--- config.mk ---
export PLATFORM = sky130hd
export DESIGN_NAME = ppp_xform
export DESIGN_NICKNAME = d
export VERILOG_FILES = /design/src/rtl/core/ppp_pkg.sv /design/src/rtl/core/ppp_xform.sv
export SDC_FILE = /design/constraint.sdc
export NUM_CORES = 2
export LEC_CHECK = 0
export BUFFER_PORTS_ARGS = -buffer_cell sky130_fd_sc_hd__buf_2
export CAP_MARGIN = 10
export CORE_ASPECT_RATIO = 1.1
export CORE_MARGIN = 1
export CORE_UTILIZATION = 55
export CTS_BUF_LIST = sky130_fd_sc_hd__clkbuf_16
export CTS_CLUSTER_SIZE = 10
export DETAILED_ROUTE_END_ITERATION = 10
export PLACE_DENSITY = 0.73
export SETUP_SLACK_MARGIN = 0.3
export SLEW_MARGIN = 0
export SYNTH_ARGS = -nofsm -noshare
export SYNTH_HDL_FRONTEND = slang
export SYNTH_SLANG_ARGS = --single-unit
--- constraint.sdc ---
create_clock -name clk_i -period 23.8 [get_ports clk_i]
set_input_delay 3.57 -clock clk_i [delete_from_list [all_inputs] [get_ports clk_i]]
set_output_delay 3.57 -clock clk_i [all_outputs]
set_load 0.02 [all_outputs]
--- src/rtl/core/ppp_pkg.sv ---
`timescale 1ns / 1ps
`default_nettype none

package ppp_pkg;

  // Fixed-point format and field widths.
  localparam int unsigned FRAC_BITS_DEF = 16;
  localparam int unsigned COORD_W       = 32;
  localparam int unsigned VP_REG_W      = 13;
  localparam int unsigned COEF_IDX_W    = 4;
  localparam int unsigned COEF_NUM      = 16;

  // Viewport registers after reset.
  localparam logic [VP_REG_W-1:0] VP_RESET = 13'd1024;

  // Configuration register indexes.
  localparam logic CFG_VP_WIDTH  = 1'b0;
  localparam logic CFG_VP_HEIGHT = 1'b1;

  // Item modes.
  localparam logic MODE_LOAD    = 1'b0;
  localparam logic MODE_PROJECT = 1'b1;

  // One input item.
  typedef struct packed {
    logic                         mode;
    logic [COEF_IDX_W-1:0]        coef_index;
    logic signed [COORD_W-1:0]    coef_value;
    logic signed [COORD_W-1:0]    point_x;
    logic signed [COORD_W-1:0]    point_y;
    logic signed [COORD_W-1:0]    point_z;
  } in_item_t;

  // One result item.
  typedef struct packed {
    logic signed [COORD_W-1:0]    screen_x;
    logic signed [COORD_W-1:0]    screen_y;
    logic                         in_view;
  } out_item_t;

  // Control from the sequencer to the transform datapath.
  typedef struct packed {
    logic                         start;
    logic                         wr_en;
    logic [COEF_IDX_W-1:0]        wr_idx;
    logic [COORD_W-1:0]           wr_data;
  } xf_ctrl_t;

  // Top-level sequencer states.
  typedef enum logic [2:0] {
    ST_IDLE,
    ST_XFORM,
    ST_TEST,
    ST_PREP,
    ST_DIV
  } pp_state_e;

endpackage

`default_nettype wire

--- src/rtl/core/ppp_xform.sv ---
`timescale 1ns / 1ps
`default_nettype none

// Matrix store and shared multiply-accumulate. One coefficient is read per
// cycle; a row's three products are summed exactly, then floored to the
// fixed-point grid and the translation term is added.
module ppp_xform #(
  parameter int unsigned FRAC_BITS = ppp_pkg::FRAC_BITS_DEF,
  parameter int unsigned CLIP_W    = 67 - FRAC_BITS
) (
  input  wire logic                                  clk_i,
  input  wire logic                                  rst_ni,
  input  wire ppp_pkg::xf_ctrl_t                     ctrl_i,
  input  wire logic signed [ppp_pkg::COORD_W-1:0]    px_i,
  input  wire logic signed [ppp_pkg::COORD_W-1:0]    py_i,
  input  wire logic signed [ppp_pkg::COORD_W-1:0]    pz_i,
  output logic                                       done_o,
  output logic signed [CLIP_W-1:0]                   clip_o [4]
);

  localparam int unsigned ACC_W  = 66;
  localparam int unsigned PROD_W = 2 * ppp_pkg::COORD_W;

  logic [ppp_pkg::COORD_W-1:0]        mem [ppp_pkg::COEF_NUM];
  logic                               run_q;
  logic [ppp_pkg::COEF_IDX_W-1:0]     cnt_q;
  logic [ppp_pkg::COORD_W-1:0]        rd_data_q;
  logic                               a_vld_q;
  logic [ppp_pkg::COEF_IDX_W-1:0]     a_idx_q;
  logic                               b_vld_q;
  logic [ppp_pkg::COEF_IDX_W-1:0]     b_idx_q;
  logic signed [PROD_W-1:0]           prod_q;
  logic signed [ppp_pkg::COORD_W-1:0] bias_q;
  logic signed [ACC_W-1:0]            acc_q;
  logic signed [CLIP_W-1:0]           clip_q [4];
  logic                               done_q;
  logic signed [ppp_pkg::COORD_W-1:0] coord;
  logic signed [ACC_W-1:0]            prod_ext;
  logic signed [ACC_W-1:0]            acc_shr;

  // Read-address sequencer: sixteen coefficients, row by row.
  always_ff @(posedge clk_i or negedge rst_ni) begin
    if (!rst_ni) begin
      run_q   <= 1'b0;
      cnt_q   <= '0;
      a_vld_q <= 1'b0;
      b_vld_q <= 1'b0;
      done_q  <= 1'b0;
    end else begin
      if (ctrl_i.start) begin
        run_q <= 1'b1;
        cnt_q <= '0;
      end else if (run_q) begin
        cnt_q <= cnt_q + 1'b1;
        if (cnt_q == '1) begin
          run_q <= 1'b0;
        end
      end
      a_vld_q <= run_q;
      b_vld_q <= a_vld_q;
      done_q  <= b_vld_q && (b_idx_q == '1);
    end
  end

  // Coefficient memory with a registered read port.
  always_ff @(posedge clk_i) begin
    if (ctrl_i.wr_en) begin
      mem[ctrl_i.wr_idx] <= ctrl_i.wr_data;
    end
    rd_data_q <= mem[cnt_q];
    a_idx_q   <= cnt_q;
  end

  // Pick the point coordinate that matches the coefficient's column.
  always_comb begin
    case (a_idx_q[1:0])
      2'd0:    coord = px_i;
      2'd1:    coord = py_i;
      default: coord = pz_i;
    endcase
  end

  // Multiplier stage.
  always_ff @(posedge clk_i) begin
    prod_q  <= $signed(rd_data_q) * coord;
    bias_q  <= $signed(rd_data_q);
    b_idx_q <= a_idx_q;
  end

  assign prod_ext = ACC_W'(prod_q);
  assign acc_shr  = acc_q >>> FRAC_BITS;

  // Accumulate stage; the last column closes the row.
  always_ff @(posedge clk_i) begin
    if (b_vld_q) begin
      case (b_idx_q[1:0])
        2'd0:    acc_q <= prod_ext;
        2'd3:    clip_q[b_idx_q[3:2]] <= CLIP_W'(acc_shr) + CLIP_W'(bias_q);
        default: acc_q <= acc_q + prod_ext;
      endcase
    end
  end

  assign done_o = done_q;
  assign clip_o = clip_q;

`ifndef NO_ASSERTIONS
  // A pass never restarts while it is still reading coefficients.
  a_no_restart: assert property (@(posedge clk_i) disable iff (!rst_ni)
    run_q && (cnt_q != '1) |-> !ctrl_i.start)
    else $error("transform restarted mid-pass");
  // Completion follows the last read through the read-port, multiplier and done registers.
  a_done_timing: assert property (@(posedge clk_i) disable iff (!rst_ni)
    run_q && (cnt_q == '1) && !ctrl_i.start |-> ##3 done_q)
    else $error("transform completion misplaced");
`endif

endmodule

`default_nettype wire

Word-level counts from Yosys, hierarchy flattened
Memories as Yosys holds them, arrays and structs flattened. A register that Yosys moved wholly into a read port is not among the register bits.
Cells that the tools add are included.
W data, S select, Z words.

storage, ports and cells
  register bits = 382
  bits in writable memories = 512
  input bits = 136
  output and inout bits = 205
  word-level logic and storage cells = 46
  memories = 1

operators by class
  $add $sub $neg = 3
  multipliers = 1
  magnitude comparators = 2
  eq/ne operators = 4
  multiplexer cells = 12
  bitwise gates (word level) = 2
  reductions and logical operators = 7

memories
  name  words  width  rd ports  clocked after Yosys merged registers in  wr ports  RTL line         source
  mem   16     32     1         1                                        1         ppp_xform.sv:24  logic [ppp_pkg::COORD_W-1:0] mem [ppp_pkg::COEF_NUM];

operators by type and width
  operator               number
  $bwmux W204            1
  $pmux W66 S2           1
  $demux W51 S2          1
  $add A66 B64 Y66       1
  $mul A32 B32 Y64       1
  $pmux W32 S2           1
  $add A50 B32 Y51       1
  $mux W51               1
  $eq A4 B4 Y1 const B   2
  $mux W4                2
  $mux W1                5
  $add A4 B1 Y4 const B  1
  $logic_not A2 Y1       2
  $reduce_and A2 Y1      2
  $ge A3 B3 Y1 const B   1
  $lt A3 B1 Y1 const B   1
  $not A2 Y3             1
  $eq A2 B1 Y1 const B   1
  $eq A2 B2 Y1 const B   1
  $logic_and A1 B1 Y1    2
  $reduce_bool A2 Y1     1
  $not A1 Y1             1

Depth between registers and ports, before layout
  depth after elaboration = 6
  mapped depth = 33

Least setup slack after synthesis
Ideal clock, no wire load.

  path type = input to register
  start = input port py_i[5] in the netlist's numbering
  end = register prod_q[60]
  library setup time = 0.072 ns
  data arrival time = 11.113 ns
  data required time = 23.728 ns
  setup slack = 12.615 ns
  stages = 28
  path through = mux2i_1 o21ai_0 clkbuf_1 nand2_1 inv_1 fa_1 inv_1 fa_1 inv_1 fa_1 fa_1 inv_1 fa_1 inv_1 fa_1 fa_1 fa_1 ha_1 clkbuf_1 nand2_1 nor3_1 and2_1 and3_1 o21ai_0 nand2_1 a21oi_1 o41ai_1 xnor2_1

on the way
  word-level cells in the longest chain between the ends = 2

RTL lines
  element               RTL line         source
  from (decl)           ppp_xform.sv:15  input wire logic signed [ppp_pkg::COORD_W-1:0] py_i,
  $pmux W32 S2          ppp_xform.sv:76  case (a_idx_q[1:0])
  $mul A32 B32 Y64      ppp_xform.sv:85  prod_q <= $signed(rd_data_q) * coord;
  to (signal assigned)  ppp_xform.sv:85
  to (decl)             ppp_xform.sv:32  logic signed [PROD_W-1:0] prod_q;

Every way passes these cells.
A chain may end at the register's enable or synchronous reset.

Worst setup path in the final report
  start = input port py_i[0] in the netlist's numbering
  end = register prod_q[60]

The elaborated chain is that of the path after synthesis.

==> results.py <==
metrics = {
    "worst_setup_path": {
        "slowest_delay_ps": 1040,
        "arrival_ps": 12090,
        "crit_path_end_kind": "flip-flop",
        "path_common_cell": "fa_1",
        "slowest_stage": "fa_1",
        "worst-path-max-fanout": 33,
        "cp_data_required_time_ps": 24440,
        "rrSetupSlack_ps": 14090,
        "worst-setup-path-type": "in2reg",
        "cp-start-kind": "primary input",
    },
    "yosys": {
        "synthTopCellsByArea": "edfxtp_1, fa_1, ha_1",
        "synth_area_per_cell_um2": 11.9,
        "yosysSeqAreaShare": 0.356,
        "yosys.area.top_type_share": 0.316,
        "syn_inst": 6220,
        "synth_top_area_cell": "edfxtp_1",
        "async_reset_ff_frac": 0.00864,
        "yosysWarnings": 0,
        "synthDistinctLibCells": 81,
        "syn-cell-area_um2": 74200,
        "synth_edf_count": 782,
        "ys.flop_type": "edfxtp_1",
        "synth_seq_cells": 926,
        "synthesis.nets": 7740,
    },
    "clocking": {
        "cts.sinks": 926,
        "cts_buffer_depth": 3,
        "tritoncts": "done",
        "numCtsBuffers": 105,
        "cts_root_buf": "clkbuf_16",
        "insertion_delay_ps": 750,
        "hold_buffers": 0,
        "h-tree-depth": 3,
        "clkSlewWorstSetupHoldPaths_ps": 50,
        "postCtsSetupBuffers": 0,
        "cts_resized": 0,
    },
    "timing": {
        "tightest_slew_ps": 1150,
        "final-setup-viol-count": 0,
        "tns_ps": 0,
        "finalMaxSlewViolations": 0,
        "clock_skew_ps": 98.5,
        "rsz0062_at_grt": "false",
        "relSlewSlack": 0.228,
        "fin_ws_ps": 12350,
        "period_minus_slack_ps": 11450,
        "hold_viol_final": 0,
        "max_freq_mhz": 87.3,
        "period_share": 0.481,
    },
    "placement": {
        "gp_congestion": 0.948,
        "io_buffers": 340,
        "hpwl_mm": 132,
        "dp_slack_ps": 11660,
    },
    "floorplan": {
        "io_pins": 341,
        "coreArea_um2": 134000,
        "start_util": 0.554,
        "die_x_um": 352,
        "fp.dieH_um": 387,
        "dieArea_um2": 136000,
        "core.rowCount": 141,
    },
    "routing": {
        "drc": 0,
        "wirelength_mm": 189,
        "vias_per_cell": 5.74,
        "drt-wirelength-per-cell_um": 22.6,
        "drtIter0Drc": 4573,
        "ant_nets": 0,
        "first_pass_iters": 6,
        "vias": 47957,
    },
    "finish": {
        "drive_gt1_frac": 0.123,
        "fillers": 10489,
        "nets": 7988,
        "final_common_cell": "fa_1",
        "final_cell_mix": "fa_1, inv_1, edfxtp_1",
        "syn_to_final_growth_pct": 9.55,
    },
    "global_routing": {
        "grt_first_pass_wirelength_mm": 296,
        "first_global_vias": 51601,
        "gr-usage-all-layers": 0.284,
        "antenna_found_initial": 6,
        "grt_overflow": 0,
        "grt_max_degree": 81,
    },
    "outcome": {
        "outcome": "finished, final reports clean",
    },
    "hold_path": {
        "min_path_type": "reg2reg",
    },
    "flow_run": {
        "drv_cap": 0,
    },
}
==> routing by layer <==
layer | GRT usage | part of all wire | up-vias
li1 | - | - | 20715
met4 | 0.0960 | 0.035 | 4
met2 | 0.454 | 0.47 | 2609
met1 | 0.383 | 0.39 | 24165
met3 | 0.0673 | 0.11 | 464
met5 | 0 | 0.00012 | -
==> flip-flops by register name (all words and copies together) (netlist names) <==
signal,cells
a_idx_q,4
prod_q,64
cnt_q,4
b_vld_q,1
run_q,1
clip_o,204
acc_q,66
bias_q,32
done_o,1
mem,512
rd_data_q,32
a_vld_q,1
b_idx_q,4
==> worst max-delay path, delay by kind of cell <==
family	cells	cell delay, ps
AO/OA/AOI/OAI	4	790
AND/OR/NAND/NOR	7	1160
buffers and inverters	7	1100
XOR/XNOR	1	160
multiplexers	1	120
adder cells (fa/ha/maj)	9	5100
==> Yosys cell counts, drive strengths merged, types with 3 or more instances <==
cell,number
buf,24
dfxtp,136
inv,999
o31ai,9
a31oi,26
o221ai,3
o2111ai,4
nor3,37
nand4,34
xnor2,115
edfxtp,782
a21oi,229
nand2,618
mux2i,34
or2,12
and2,269
o22a,3
o21ai,149
nand3,46
a21o,116
o211ai,7
clkbuf,270
o22ai,4
and4,6
or3,8
fa,1084
mux4,160
nor4,9
a41oi,4
nor2,182
o21a,24
o41ai,3
a31o,5
ha,300
nor2b,278
a2111oi,3
xor2,57
a21boi,6
nand2b,49
a211oi,17
dfrtp,8
a221oi,9
and3,21
o21bai,29
==> layout make-up <==
| class | instances | area, µm² | area share |
|---|---|---|---|
| repair buffers | 435 | 2420 | 0.0298 |
| flip-flops and latches | 926 | 26400 | 0.325 |
| clock inverters | 90 | 559 | 0.00688 |
| clock buffers | 106 | 2650 | 0.0326 |
| diodes | 5 | 12.5 | 0.000154 |
| well taps | 1787 | 2240 | 0.0275 |
| multi-input cells | 4001 | 43300 | 0.532 |
| inverters | 999 | 3750 | 0.0461 |
==> through the flow <==
stage                     hold slack [ps]  instance area, µm²  utilization  std cells
after CTS                             431               81300        0.606       8343
after detailed placement              477               78100        0.582       8147
final                                 463               81300        0.606       8349
after floorplan                       310               74200            -       6220
after global routing                  443               81300        0.606       8344
after global placement                470               78100        0.582       8147
==> logic make-up (layout without fill, tap and decap cells) <==
group / after synthesis / in the layout / synth area share
AO/OA/AOI/OAI: 668 / 668 / 0.0564
other: 0 / 5 / 0
AND/OR/NAND/NOR: 1583 / 1583 / 0.106
XOR/XNOR: 172 / 172 / 0.0203
multiplexers: 194 / 194 / 0.0531
flip-flops: 926 / 926 / 0.356
adder cells (fa/ha/maj): 1384 / 1384 / 0.343
buffers and inverters: 1293 / 1630 / 0.0655
==> worst paths after layout <==
path | from | end | cells past startpoint
max reg2reg | a_idx_q[1] | prod_q[60] | 29
min | a_idx_q[2] | b_idx_q[2] | 0
min in group asynchronous | rst_ni | cnt_q[0] | 1
max in group asynchronous | rst_ni | done_o | 1
max | py_i[0] | prod_q[60] | 29
min reg2reg | a_idx_q[2] | b_idx_q[2] | 0
Power is left out: the tool's default activity adds up to more than one toggle a clock period on the data nets, which glitch-free logic cannot reach.
