$ cat config.mk
export PLATFORM = sky130hd
export DESIGN_NAME = ppp_div
export DESIGN_NICKNAME = d
export VERILOG_FILES = /design/src/rtl/core/ppp_pkg.sv /design/src/rtl/core/ppp_div.sv
export SDC_FILE = /design/constraint.sdc
export NUM_CORES = 1
export LEC_CHECK = 0
export BUFFER_PORTS_ARGS = -buffer_cell sky130_fd_sc_hd__buf_2
export CORE_ASPECT_RATIO = 0.7
export CORE_UTILIZATION = 35
export CTS_CLUSTER_SIZE = 30
export DETAILED_ROUTE_END_ITERATION = 10
export GPL_TIMING_DRIVEN = 0
export MAX_ROUTING_LAYER = met4
export PLACE_DENSITY = 0.61
export SLEW_MARGIN = 10
export SYNTH_ARGS = -nofsm -noshare
export SYNTH_HDL_FRONTEND = slang
export SYNTH_SLANG_ARGS = --single-unit
$ cat constraint.sdc
create_clock -name clk_i -period 10.19 [get_ports clk_i]
set_clock_uncertainty 0.1 [all_clocks]
set_input_delay 1.5285 -clock clk_i [delete_from_list [all_inputs] [get_ports clk_i]]
set_output_delay 1.5285 -clock clk_i [all_outputs]
set_load 0.05 [all_outputs]
$ cat src/rtl/core/ppp_pkg.sv
`timescale 1ns / 1ps
`default_nettype none

package ppp_pkg;

  // Fixed-point format and field widths.
  localparam int unsigned FRAC_BITS_DEF = 16;
  localparam int unsigned COORD_W       = 32;
  localparam int unsigned VP_REG_W      = 13;
  localparam int unsigned COEF_IDX_W    = 4;
  localparam int unsigned COEF_NUM      = 16;

  // Viewport registers after reset.
  localparam logic [VP_REG_W-1:0] VP_RESET = 13'd1024;

  // Configuration register indexes.
  localparam logic CFG_VP_WIDTH  = 1'b0;
  localparam logic CFG_VP_HEIGHT = 1'b1;

  // Item modes.
  localparam logic MODE_LOAD    = 1'b0;
  localparam logic MODE_PROJECT = 1'b1;

  // One input item.
  typedef struct packed {
    logic                         mode;
    logic [COEF_IDX_W-1:0]        coef_index;
    logic signed [COORD_W-1:0]    coef_value;
    logic signed [COORD_W-1:0]    point_x;
    logic signed [COORD_W-1:0]    point_y;
    logic signed [COORD_W-1:0]    point_z;
  } in_item_t;

  // One result item.
  typedef struct packed {
    logic signed [COORD_W-1:0]    screen_x;
    logic signed [COORD_W-1:0]    screen_y;
    logic                         in_view;
  } out_item_t;

  // Control from the sequencer to the transform datapath.
  typedef struct packed {
    logic                         start;
    logic                         wr_en;
    logic [COEF_IDX_W-1:0]        wr_idx;
    logic [COORD_W-1:0]           wr_data;
  } xf_ctrl_t;

  // Top-level sequencer states.
  typedef enum logic [2:0] {
    ST_IDLE,
    ST_XFORM,
    ST_TEST,
    ST_PREP,
    ST_DIV
  } pp_state_e;

endpackage

`default_nettype wire

$ cat src/rtl/core/ppp_div.sv
`timescale 1ns / 1ps
`default_nettype none

// Serial scaled divider: q = floor(n * scale * 2^FRAC_BITS / d), n <= d.
// One quotient digit (0, 1 or 2) per cycle: the scale bits first, then
// the fraction bits. The result saturates to the largest signed word.
module ppp_div #(
  parameter int unsigned FRAC_BITS = ppp_pkg::FRAC_BITS_DEF,
  parameter int unsigned D_W       = 68 - FRAC_BITS
) (
  input  wire logic                              clk_i,
  input  wire logic                              rst_ni,
  input  wire logic                              start_i,
  input  wire logic [D_W-1:0]                    n_i,
  input  wire logic [D_W-1:0]                    d_i,
  input  wire logic [ppp_pkg::VP_REG_W-1:0]      scale_i,
  output logic                                   done_o,
  output logic [ppp_pkg::COORD_W-1:0]            q_o
);

  localparam int unsigned NSTEP = ppp_pkg::VP_REG_W + FRAC_BITS;
  localparam int unsigned CNT_W = $clog2(NSTEP + 1);
  localparam int unsigned T_W   = D_W + 2;
  localparam int unsigned Q_W   = (NSTEP > ppp_pkg::COORD_W) ? NSTEP : ppp_pkg::COORD_W;

  logic                              busy_q;
  logic                              done_q;
  logic [CNT_W-1:0]                  cnt_q;
  logic [D_W-1:0]                    n_q;
  logic [D_W-1:0]                    d_q;
  logic [D_W-1:0]                    r_q;
  logic [D_W-1:0]                    r_d;
  logic [ppp_pkg::VP_REG_W-1:0]      sc_q;
  logic [Q_W-1:0]                    q_q;
  logic [Q_W-1:0]                    q_d;
  logic [T_W-1:0]                    t;
  logic [T_W-1:0]                    d1;
  logic [T_W-1:0]                    d2;
  logic [1:0]                        digit;

  // One radix-2 step with a digit set of {0, 1, 2}.
  always_comb begin
    t  = {1'b0, r_q, 1'b0} + (sc_q[ppp_pkg::VP_REG_W-1] ? T_W'(n_q) : '0);
    d1 = T_W'(d_q);
    d2 = T_W'({d_q, 1'b0});
    if (t >= d2) begin
      digit = 2'd2;
      r_d   = D_W'(t - d2);
    end else if (t >= d1) begin
      digit = 2'd1;
      r_d   = D_W'(t - d1);
    end else begin
      digit = 2'd0;
      r_d   = D_W'(t);
    end
    q_d = {q_q[Q_W-2:0], 1'b0} + Q_W'(digit);
  end

  // Step control.
  always_ff @(posedge clk_i or negedge rst_ni) begin
    if (!rst_ni) begin
      busy_q <= 1'b0;
      done_q <= 1'b0;
      cnt_q  <= '0;
    end else begin
      done_q <= 1'b0;
      if (start_i) begin
        busy_q <= 1'b1;
        cnt_q  <= '0;
      end else if (busy_q) begin
        cnt_q <= cnt_q + 1'b1;
        if (cnt_q == CNT_W'(NSTEP - 1)) begin
          busy_q <= 1'b0;
          done_q <= 1'b1;
        end
      end
    end
  end

  // Operand and partial-result registers.
  always_ff @(posedge clk_i) begin
    if (start_i) begin
      n_q  <= n_i;
      d_q  <= d_i;
      r_q  <= '0;
      q_q  <= '0;
      sc_q <= scale_i;
    end else if (busy_q) begin
      r_q  <= r_d;
      q_q  <= q_d;
      sc_q <= {sc_q[ppp_pkg::VP_REG_W-2:0], 1'b0};
    end
  end

  assign done_o = done_q;
  assign q_o    = (|q_q[Q_W-1:ppp_pkg::COORD_W-1]) ? {1'b0, {(ppp_pkg::COORD_W-1){1'b1}}}
                                                   : ppp_pkg::COORD_W'(q_q);

`ifndef NO_ASSERTIONS
  // The remainder always stays below the divisor.
  a_rem_bound: assert property (@(posedge clk_i) disable iff (!rst_ni)
    busy_q && (d_q != '0) |-> (r_q < d_q))
    else $error("divider remainder out of range");
`endif

endmodule

`default_nettype wire

---- Word-level counts from Yosys, hierarchy flattened ----
Index checks and enable logic that the tools add are counted.
cells by class
  add/subtract/negate cells ............... 5
  order comparisons ....................... 2
  equal/unequal tests ..................... 1
  multiplexer cells ....................... 16
  reduce and logical (&&, ||, !) cells .... 1
operators by type and width
  kind                   number
  $mux W52               3
  $sub A52 B52 Y52       2
  $add A53 B52 Y54       1
  $ge A54 B52 Y1         1
  $ge A54 B53 Y1         1
  $add A32 B2 Y32        1
  $mux W31               1
  $mux W13               2
  $mux W5                2
  $mux W1                7
  $add A5 B1 Y5 const B  1
  $eq A5 B5 Y1 const B   1
  $mux W2                1
  $reduce_bool A2 Y1     1
storage, ports and cells
  register bits after elaboration ......... 208
  bits of input ports ..................... 120
  output and inout bits ................... 33
  logic and storage cells ................. 33

---- Longest topological paths before layout ----
Gate-level depths: netlist (run 1).
  depth after elaboration ................. 6
  depth in mapped cells ................... 35

---- Worst setup path after synthesis (run 1) ----
Ideal clock, no wire load.
  kind .................................... reg-to-reg
  from .................................... reg sc_q[12] (netlist name)
  to ...................................... reg q_q[21]
  library setup time ...................... 0.137 ns
  data arrival time ....................... 6.461 ns
  required time ........................... 9.953 ns
  setup slack ............................. 3.491 ns
  cell stages (with the launch flop) ...... 34
  path buffers ............................ 3
  clock period less this slack ............ 6.699 ns
  path through ............................ edfxtp_1 > clkbuf_1 > and2_1 > ha_1 > a21oi_1 > o21ai_1 > and3b_1 > o21ai_1 > o211ai_1 > nor2b_1 > o31ai_1 > a2111oi_0 > a41o_1 > or2_1 > ha_1 > a21o_1 > a21o_1 > a21oi_1 > o41ai_2 > o31ai_1 > a21oi_1 > a2111oi_2 > and2_4 > inv_2 > buf_2 > ha_1 > ha_1 > and3_1 > and3_1 > and2_1 > clkbuf_1 > nand4_1 > xor2_1 > a211oi_1
on the way
  longest elaborated chain between the ends .. 6
  elaborated cells on any way between the ends .. 7
  those cells by class .................... 2 x add/sub; 2 x order compare; 3 x mux
ends and longest elaborated chain
  element                 line           text
  start, declared         ppp_div.sv:33  logic [ppp_pkg::VP_REG_W-1:0] sc_q;
  start signal, assigned  ppp_div.sv:87  sc_q <= scale_i;
  start signal, assigned  ppp_div.sv:91  sc_q <= {sc_q[ppp_pkg::VP_REG_W-2:0], 1'b0};
  $mux W52 (*)            ppp_div.sv:43  t = {1'b0, r_q, 1'b0} + (sc_q[ppp_pkg::VP_REG_W-1] ? T_W'(n_q) : '0);
  $add A53 B52 Y54 (*)    ppp_div.sv:43
  $ge A54 B52 Y1          ppp_div.sv:49  end else if (t >= d1) begin
  $mux W1                 ppp_div.sv:49
  $mux W2 (*)             ppp_div.sv:46  if (t >= d2) begin
  $add A32 B2 Y32 (*)     ppp_div.sv:56  q_d = {q_q[Q_W-2:0], 1'b0} + Q_W'(digit);
  end signal, assigned    ppp_div.sv:90  q_q <= q_d;
  end, declared           ppp_div.sv:34  logic [Q_W-1:0] q_q;
Every way passes the cells marked *; elsewhere a longest branch is shown, timed or not.
A chain may end at the register's enable or synchronous reset.

---- Worst setup path in the final report (run 1) ----
Ends and elaborated chain as after synthesis.

==> results of run 1 <==
## synthesized netlist by cell type (19+ instances only)
cell      count  area (um2)
a211oi_1     57       427.9
a21o_1       77       578.1
a21oi_1     199       996.0
and2_1       59       369.1
and3_1       24       150.1
buf_2        19       95.09
clkbuf_1     51       191.4
dfxtp_1      84        1682
edfxtp_1    117        3513
ha_1        159        1989
inv_1       111       416.7
mux2i_1      33       330.3
nand2_1     153       574.3
nand3_1      61       305.3
nand4_1      38       237.7
nor2_1      143       536.8
nor3_1       25       125.1
o211ai_1     21       157.7
o21ai_0     100       500.5
o21ai_1      24       120.1
o21bai_1     27       202.7
or2_2        36       225.2
xnor2_1      92       805.8
xor2_1       78       683.2
## worst max-delay path: cells and delay by family (launching register included)
family	cells	cell delay, ns
xor gates and xnor gates	2	0.34
and+or+nand+nor	9	1.88
adders and majority gates	5	1.45
buffers and inverters	5	1.38
DFF	1	0.74
AOI/OAI and AO/OA	13	3.54
## worst paths after layout
path / from / to
worst min register to register: r_q[38]$_SDFFE_PP0P_ / r_q[38]$_SDFFE_PP0P_
worst max register to register: sc_q[12]$_DFFE_PP_ / q_q[21]$_SDFFE_PP0P_
min in group asynchronous: rst_ni / busy_q$_DFF_PN0_
max in group asynchronous: rst_ni / cnt_q[1]$_DFFE_PN0P_
worst max-delay path: sc_q[12]$_DFFE_PP_ / q_q[21]$_SDFFE_PP0P_
worst min-delay path: r_q[38]$_SDFFE_PP0P_ / r_q[38]$_SDFFE_PP0P_
## final cells by class
type                            count  share of cell area
Buffer                             91             0.02002
Inverter                          112             0.02064
Clock inverter                     20             0.01204
Timing Repair Buffer              152             0.03876
Tap cell                          665             0.04085
Multi-Input combinational cell   1657              0.5707
Antenna cell                        5           0.0006142
Clock buffer                       28             0.03280
Sequential cell                   208              0.2636
## routing by layer
| layer | vias to the layer above | track usage | routed length [um] |
|---|---|---|---|
| li1 | 8016 | - | - |
| met1 | 7966 | 0.3720 | 31770 |
| met2 | 750 | 0.3340 | 25080 |
| met3 | 72 | 0.06862 | 7052 |
| met4 | 0 | 0.05013 | 1242 |
| met5 | - | - | 0 |
## sequential cells by signal, indices dropped and copies added (netlist names)
register / flops
q_q: 32
done_o: 1
r_q: 52
busy_q: 1
n_q: 52
cnt_q: 5
d_q: 52
sc_q: 13
## cell families (layout without fill, tap and decap cells)
kind of cell | after synthesis | count (layout)
AO/OA/AOI/OAI | 673 | 673
AND/OR/NAND/NOR | 605 | 605
flip-flops | 208 | 208
buffers and inverters | 203 | 403
XOR/XNOR | 170 | 170
adder cells (fa/ha/maj) | 162 | 162
multiplexers | 46 | 46
other | 1 | 6
## power by group through the flow
stage | Clock, mW | Combinational, mW | Sequential (mW)
detailed placement | 0 | 4.88 | 1.15
CTS | 1.04 | 4.92 | 1.13
floorplan | 0 | 3.61 | 1.10
global route | 1.06 | 5.46 | 1.15
global placement | 0 | 4.86 | 1.15
finish | 1.01 | 5.06 | 1.14
## cells in the final DEF, fill, tap and decap left out, types with 18 or more instances in the layout
cell / Yosys / final
edfxtp_1: 117 / 117
xor2_1: 78 / 78
mux2i_1: 33 / 33
clkbuf_1: 51 / 51
a21o_1: 77 / 77
and3_1: 24 / 24
inv_1: 111 / 111
nand4_1: 38 / 38
o21ai_1: 24 / 24
a31oi_1: 18 / 18
xnor2_1: 92 / 92
buf_2: 19 / 169
nor2_1: 143 / 143
o211ai_1: 21 / 21
and2_1: 59 / 59
ha_1: 159 / 159
nand3_1: 61 / 61
clkbuf_16: 0 / 26
o21bai_1: 27 / 27
a21oi_1: 199 / 198
o21ai_0: 100 / 100
nor3_1: 25 / 25
or2_2: 36 / 36
a211oi_1: 57 / 57
dfxtp_1: 84 / 84
nand2_1: 153 / 153
==> impl_metrics.csv, run 1 <==
group,metric,value,unit
sta,fin_crit_sh,0.9365,
sta,setup_viol,0,
routing,vias,16804,
sta,fin_hold_ws,0.3846,ns
final_layout,nNetsFinal,2530,
synthesis,syn_nets,2350,
clocking,cts_tree,"yes",
synthesis,ys.flop_type,"edfxtp_1",
clocking,ctsRootBufferMaster,"clkbuf_16",
sta,hold_violations,0,
clocking,post-cts-setup-buffer-count,0,
global_routing,grtUsageTotal,0.2515,
clocking,insertion_delay,0.58,ns
power,finalPower,7.210,mW
flow_run,cap_violations,0,
power,power.internal,3.473,mW
critical_path,crit_type,"reg2reg",
placement,numPortBuffers,151,
clocking,cts_resized,0,
power,pwr-share-seq,0.158,
power,p_per_area,353.9,mW/mm2
die,io_pins,153,
die,start_util,0.3577,
clocking,cts.sinks,208,
placement,dp.cells,2885,
sta,slew_violations,0,
clocking,hold_buffers,0,
placement,gp_congestion,0.9814,
power,p_leak,8.966,nW
critical_path,end_kind,"flip-flop",
routing,avgViaCountPerCell,5.720,
die,die_w,271.6,um
power,p_sw_frac,0.5184,
synthesis,synthCells,2068,
synthesis,ys_seq_elements,208,
synthesis,syn_avg_cell_area,8.610,um2
routing,ant_nets,0,
synthesis,synthAdderAreaFrac,0.1151,
routing,dr.pass1.iters,5,
power,ir_drop,0.3051,mV
run_status,outcome,"finished clean",
critical_path,cp_common_cell,"ha_1",
synthesis,synth_seq_area_share,0.3016,
critical_path,slowest_stage,"edfxtp_1",
clocking,htree_num_levels,1,
synthesis,synth_xor_area_frac,0.08363,
global_routing,grt_remaining_overflow,0,
min_path,hp-class,"reg2reg",
sta,setup_ws,0.6468,ns
global_routing,grt_max_degree,57,
min_path,whs_path_depth,2,
synthesis,synth.area.mux_share,0.02699,
synthesis,async_reset_ff_frac,0.03365,
sta,grt_setup_unrepaired,"false",
clocking,cts.clk_slew.worst_paths,0.07,ns
global_routing,antenna_found_initial,3,
die,core,0.04977,mm2
final_layout,fin_cells,2938,
final_layout,drive_gt1_frac,0.1446,
critical_path,cp_slowest_stage_delay,0.74,ns
die,row_count,68,
critical_path,crit_fanout,10,
final_layout,register_area,0.005370,mm2
critical_path,critPathLaunchType,"flip-flop",
synthesis,synth_top_family_by_area,"compound AO/OA/AOI/OAI gates",
routing,wl_per_cell,22.17,um
clocking,clock_path_buffers,3,
synthesis,synth-simple-area-share,0.1693,
synthesis,yosys_warnings,0,
sta,fin_tns_setup,0,ns
routing,drc,0,
final_layout,fin_area,0.02037,mm2
placement,placedInstanceArea,0.01943,mm2
global_routing,grt_pass1_wl,95950,um
synthesis,synth.distinct_cells,105,
final_layout,fill_cells,5086,
synthesis,synth-compound-area-share,0.2567,
power,p_comb_frac,0.702,
routing,wirelength,65140,um
clocking,cts_buffers,26,
final_layout,final_core_util,0.4093,
sta,fmax,0.1048,GHz
critical_path,worstPathArrival,9.93,ns
final_layout,multi_input_area,0.01162,mm2
die,fp.dieArea,0.05179,mm2
sta,period_minus_slack,9.543,ns
die,die_y,190.7,um
critical_path,cp.required,10.58,ns
synthesis,synth-edff-count,117,
routing,drtIter0Drc,1616,
power,clockPowerShare,0.140,
placement,dp_hpwl,51460,um
power,p_sw,3.737,mW
final_layout,area_growth,14.41,%
placement,place_ws,0.4519,ns
critical_path,r2r_setup_slack,0.65,ns
global_routing,grt_pass1_vias,15508,
synthesis,synthesis.area,0.01780,mm2
sta,tightest_slew,1.284,ns
critical_path,reg2regPathDepth,34,
sta,slew_headroom,0.1411,
No activity file was read; power rests on OpenSTA's default activity.
==> run 2: changes to the inputs <==
Settings changed: BUFFER_PORTS_ARGS -buffer_cell sky130_fd_sc_hd__buf_2 to -buffer_cell sky130_fd_sc_hd__buf_4, HOLD_SLACK_MARGIN from default to 0.03.
==> impl_metrics.csv, run 2 (synthesized netlist as in run 1, its figures left out) <==
group,metric,value,unit
placement,gp_congestion,1.001,
sta,hold_violations,0,
global_routing,grt_pass1_wl,94800,um
global_routing,grt_remaining_overflow,0,
run_status,outcome,"finished clean",
final_layout,mostFrequentLayoutCells,"a21oi_1, ha_1, buf_4",
critical_path,cp_common_cell,"ha_1",
critical_path,r2r_setup_slack,0.47,ns
routing,wirelength,64310,um
global_routing,grt_max_degree,110,
critical_path,worstReg2RegEnd,"q_q[21]$_SDFFE_PP0P_",
routing,dr.pass1.iters,5,
power,p_leak,9.038,nW
clocking,clock_path_buffers,3,
die,row_count,68,
critical_path,cp_slowest_stage_delay,0.86,ns
die,die_w,271.6,um
critical_path,crit_type,"reg2reg",
power,p_per_area,345.4,mW/mm2
clocking,cts.sinks,208,
global_routing,grtUsageTotal,0.2482,
final_layout,fin_cells,2936,
routing,avgViaCountPerCell,5.708,
clocking,cts.clk_slew.worst_paths,0.07,ns
die,start_util,0.3577,
sta,slew_headroom,0.1537,
min_path,hold_path.startpoint,"r_q[38]$_SDFFE_PP0P_",
routing,drtIter0Drc,1644,
critical_path,cp_top_family,"compound AO/OA/AOI/OAI gates",
die,io_pins,153,
placement,dp.cells,2884,
final_layout,area_growth,15.85,%
final_layout,fill_cells,5002,
clocking,ctsRootBufferMaster,"clkbuf_16",
placement,numPortBuffers,151,
clocking,cts_buffers,26,
routing,vias,16759,
critical_path,crit_buf_inv,5,
sta,grt_setup_unrepaired,"false",
clocking,insertion_delay,0.58,ns
final_layout,top_regs,"d_q x52, n_q x52, r_q x52",
sta,period_minus_slack,9.717,ns
sta,fmax,0.1029,GHz
sta,slew_violations,0,
final_layout,nNetsFinal,2529,
routing,drc,0,
routing,ant_nets,0,
global_routing,grt_pass1_vias,15423,
sta,fin_tns_setup,0,ns
die,die_y,190.7,um
flow_run,cap_violations,0,
critical_path,cp.required,10.58,ns
die,core,0.04977,mm2
power,ir_drop,0.2308,mV
critical_path,reg2regPathDepth,33,
critical_path,critPathLaunchType,"flip-flop",
critical_path,end_kind,"flip-flop",
sta,setup_viol,0,
clocking,cts_tree,"yes",
global_routing,antenna_found_initial,2,
critical_path,worstPathArrival,10.11,ns
sta,tightest_slew,1.265,ns
clocking,htree_num_levels,1,
sta,fin_crit_sh,0.9536,
routing,wl_per_cell,21.90,um
critical_path,crit_fanout,10,
critical_path,slowest_stage,"o31ai_2",
min_path,hp-class,"reg2reg",
final_layout,drive_gt1_frac,0.1434,
min_path,whs_path_depth,2,
final_layout,final_common_cell,"a21oi_1",
die,fp.dieArea,0.05179,mm2
critical_path,r2r_start,"sc_q[12]$_DFFE_PP_",
placement,dp_hpwl,50650,um
min_path,min_to,"r_q[38]$_SDFFE_PP0P_",
==> run 2: cell types whose count changed in the layout (fill, tap and decap cells not counted), moves of 2 or more <==
cell        delta
bufinv_16      -3
clkinv_2       +6
clkbuf_8       +2
buf_4        +150
clkinvlp_4     -4
buf_2        -150
==> run 2: repair_timing <==
action	in CTS	in global routing
endpoints found under the setup margin	0	14
hold endpoints to repair	0	0
resized for setup	0	3
hold buffers	0	0
buffers inserted	0	0
==> run 2: routing by layer <==
| metal | up-vias | routed length, um | GRT usage |
|---|---|---|---|
| met5 | - | 0 | - |
| met1 | 7966 | 31310 | 0.3630 |
| met2 | 724 | 24780 | 0.3299 |
| met3 | 75 | 6929 | 0.07253 |
| met4 | 0 | 1288 | 0.05229 |
| li1 | 7994 | - | - |
==> run 2: where the power goes <==
group	total (mW)	switching, mW	leakage [nW]	internal, mW
registers	1.15	0.113	1.94	1.03
logic	5.05	3.18	6.69	1.87
clock network	0.930	0.413	0.409	0.517
==> run 2: cell type report <==
class	instances	area, um2	area share
repair buffers	151	1137	0.05514
well taps	665	832.0	0.04034
diodes	4	10.01	0.0004853
clock buffers	30	695.7	0.03373
multi-input cells	1657	11610	0.5629
flip-flops and latches	208	5370	0.2604
plain buffers	91	407.9	0.01978
inverters	112	420.4	0.02038
clock inverters	18	141.4	0.006855
==> run 2: worst max-delay path by stage <==
stage                  startpoint                    to  slack [ns]  cells past startpoint
2_1_floorplan  sc_q[12]$_DFFE_PP_  q_q[21]$_SDFFE_PP0P_        3.49                     33
3_3_place_gp   sc_q[12]$_DFFE_PP_  q_q[21]$_SDFFE_PP0P_        0.64                     34
3_5_place_dp   sc_q[12]$_DFFE_PP_  q_q[21]$_SDFFE_PP0P_        0.51                     34
4_1_cts        sc_q[12]$_DFFE_PP_  q_q[21]$_SDFFE_PP0P_        0.46                     34
5_1_grt        sc_q[12]$_DFFE_PP_  q_q[13]$_SDFFE_PP0P_        0.09                     32
6_report       sc_q[12]$_DFFE_PP_  q_q[21]$_SDFFE_PP0P_        0.47                     33
==> run 2: per-stage QoR <==
step | hold slack, ns | worst slack, ns | cell area [um2] | total power [mW] | util
after floorplan | 0.3392 | 3.491 | 17800 | 4.707 | -
after global placement | 0.3566 | 0.6356 | 19770 | 6.007 | 0.3972
after detailed placement | 0.3645 | 0.5109 | 19770 | 6.027 | 0.3973
after CTS | 0.3808 | 0.4635 | 20610 | 6.999 | 0.4141
after global routing | 0.4152 | 0.08505 | 20620 | 7.587 | 0.4143
final | 0.3779 | 0.4727 | 20630 | 7.124 | 0.4144
==> run 2: worst register-to-register path, delay by kind of cell (launching register included) <==
family | cells | cell delay, ns
flops | 1 | 0.80
xor+xnor | 2 | 0.51
buf+inv | 5 | 1.44
simple gates | 10 | 2.01
compound gates | 11 | 3.44
fa+ha+maj | 5 | 1.34
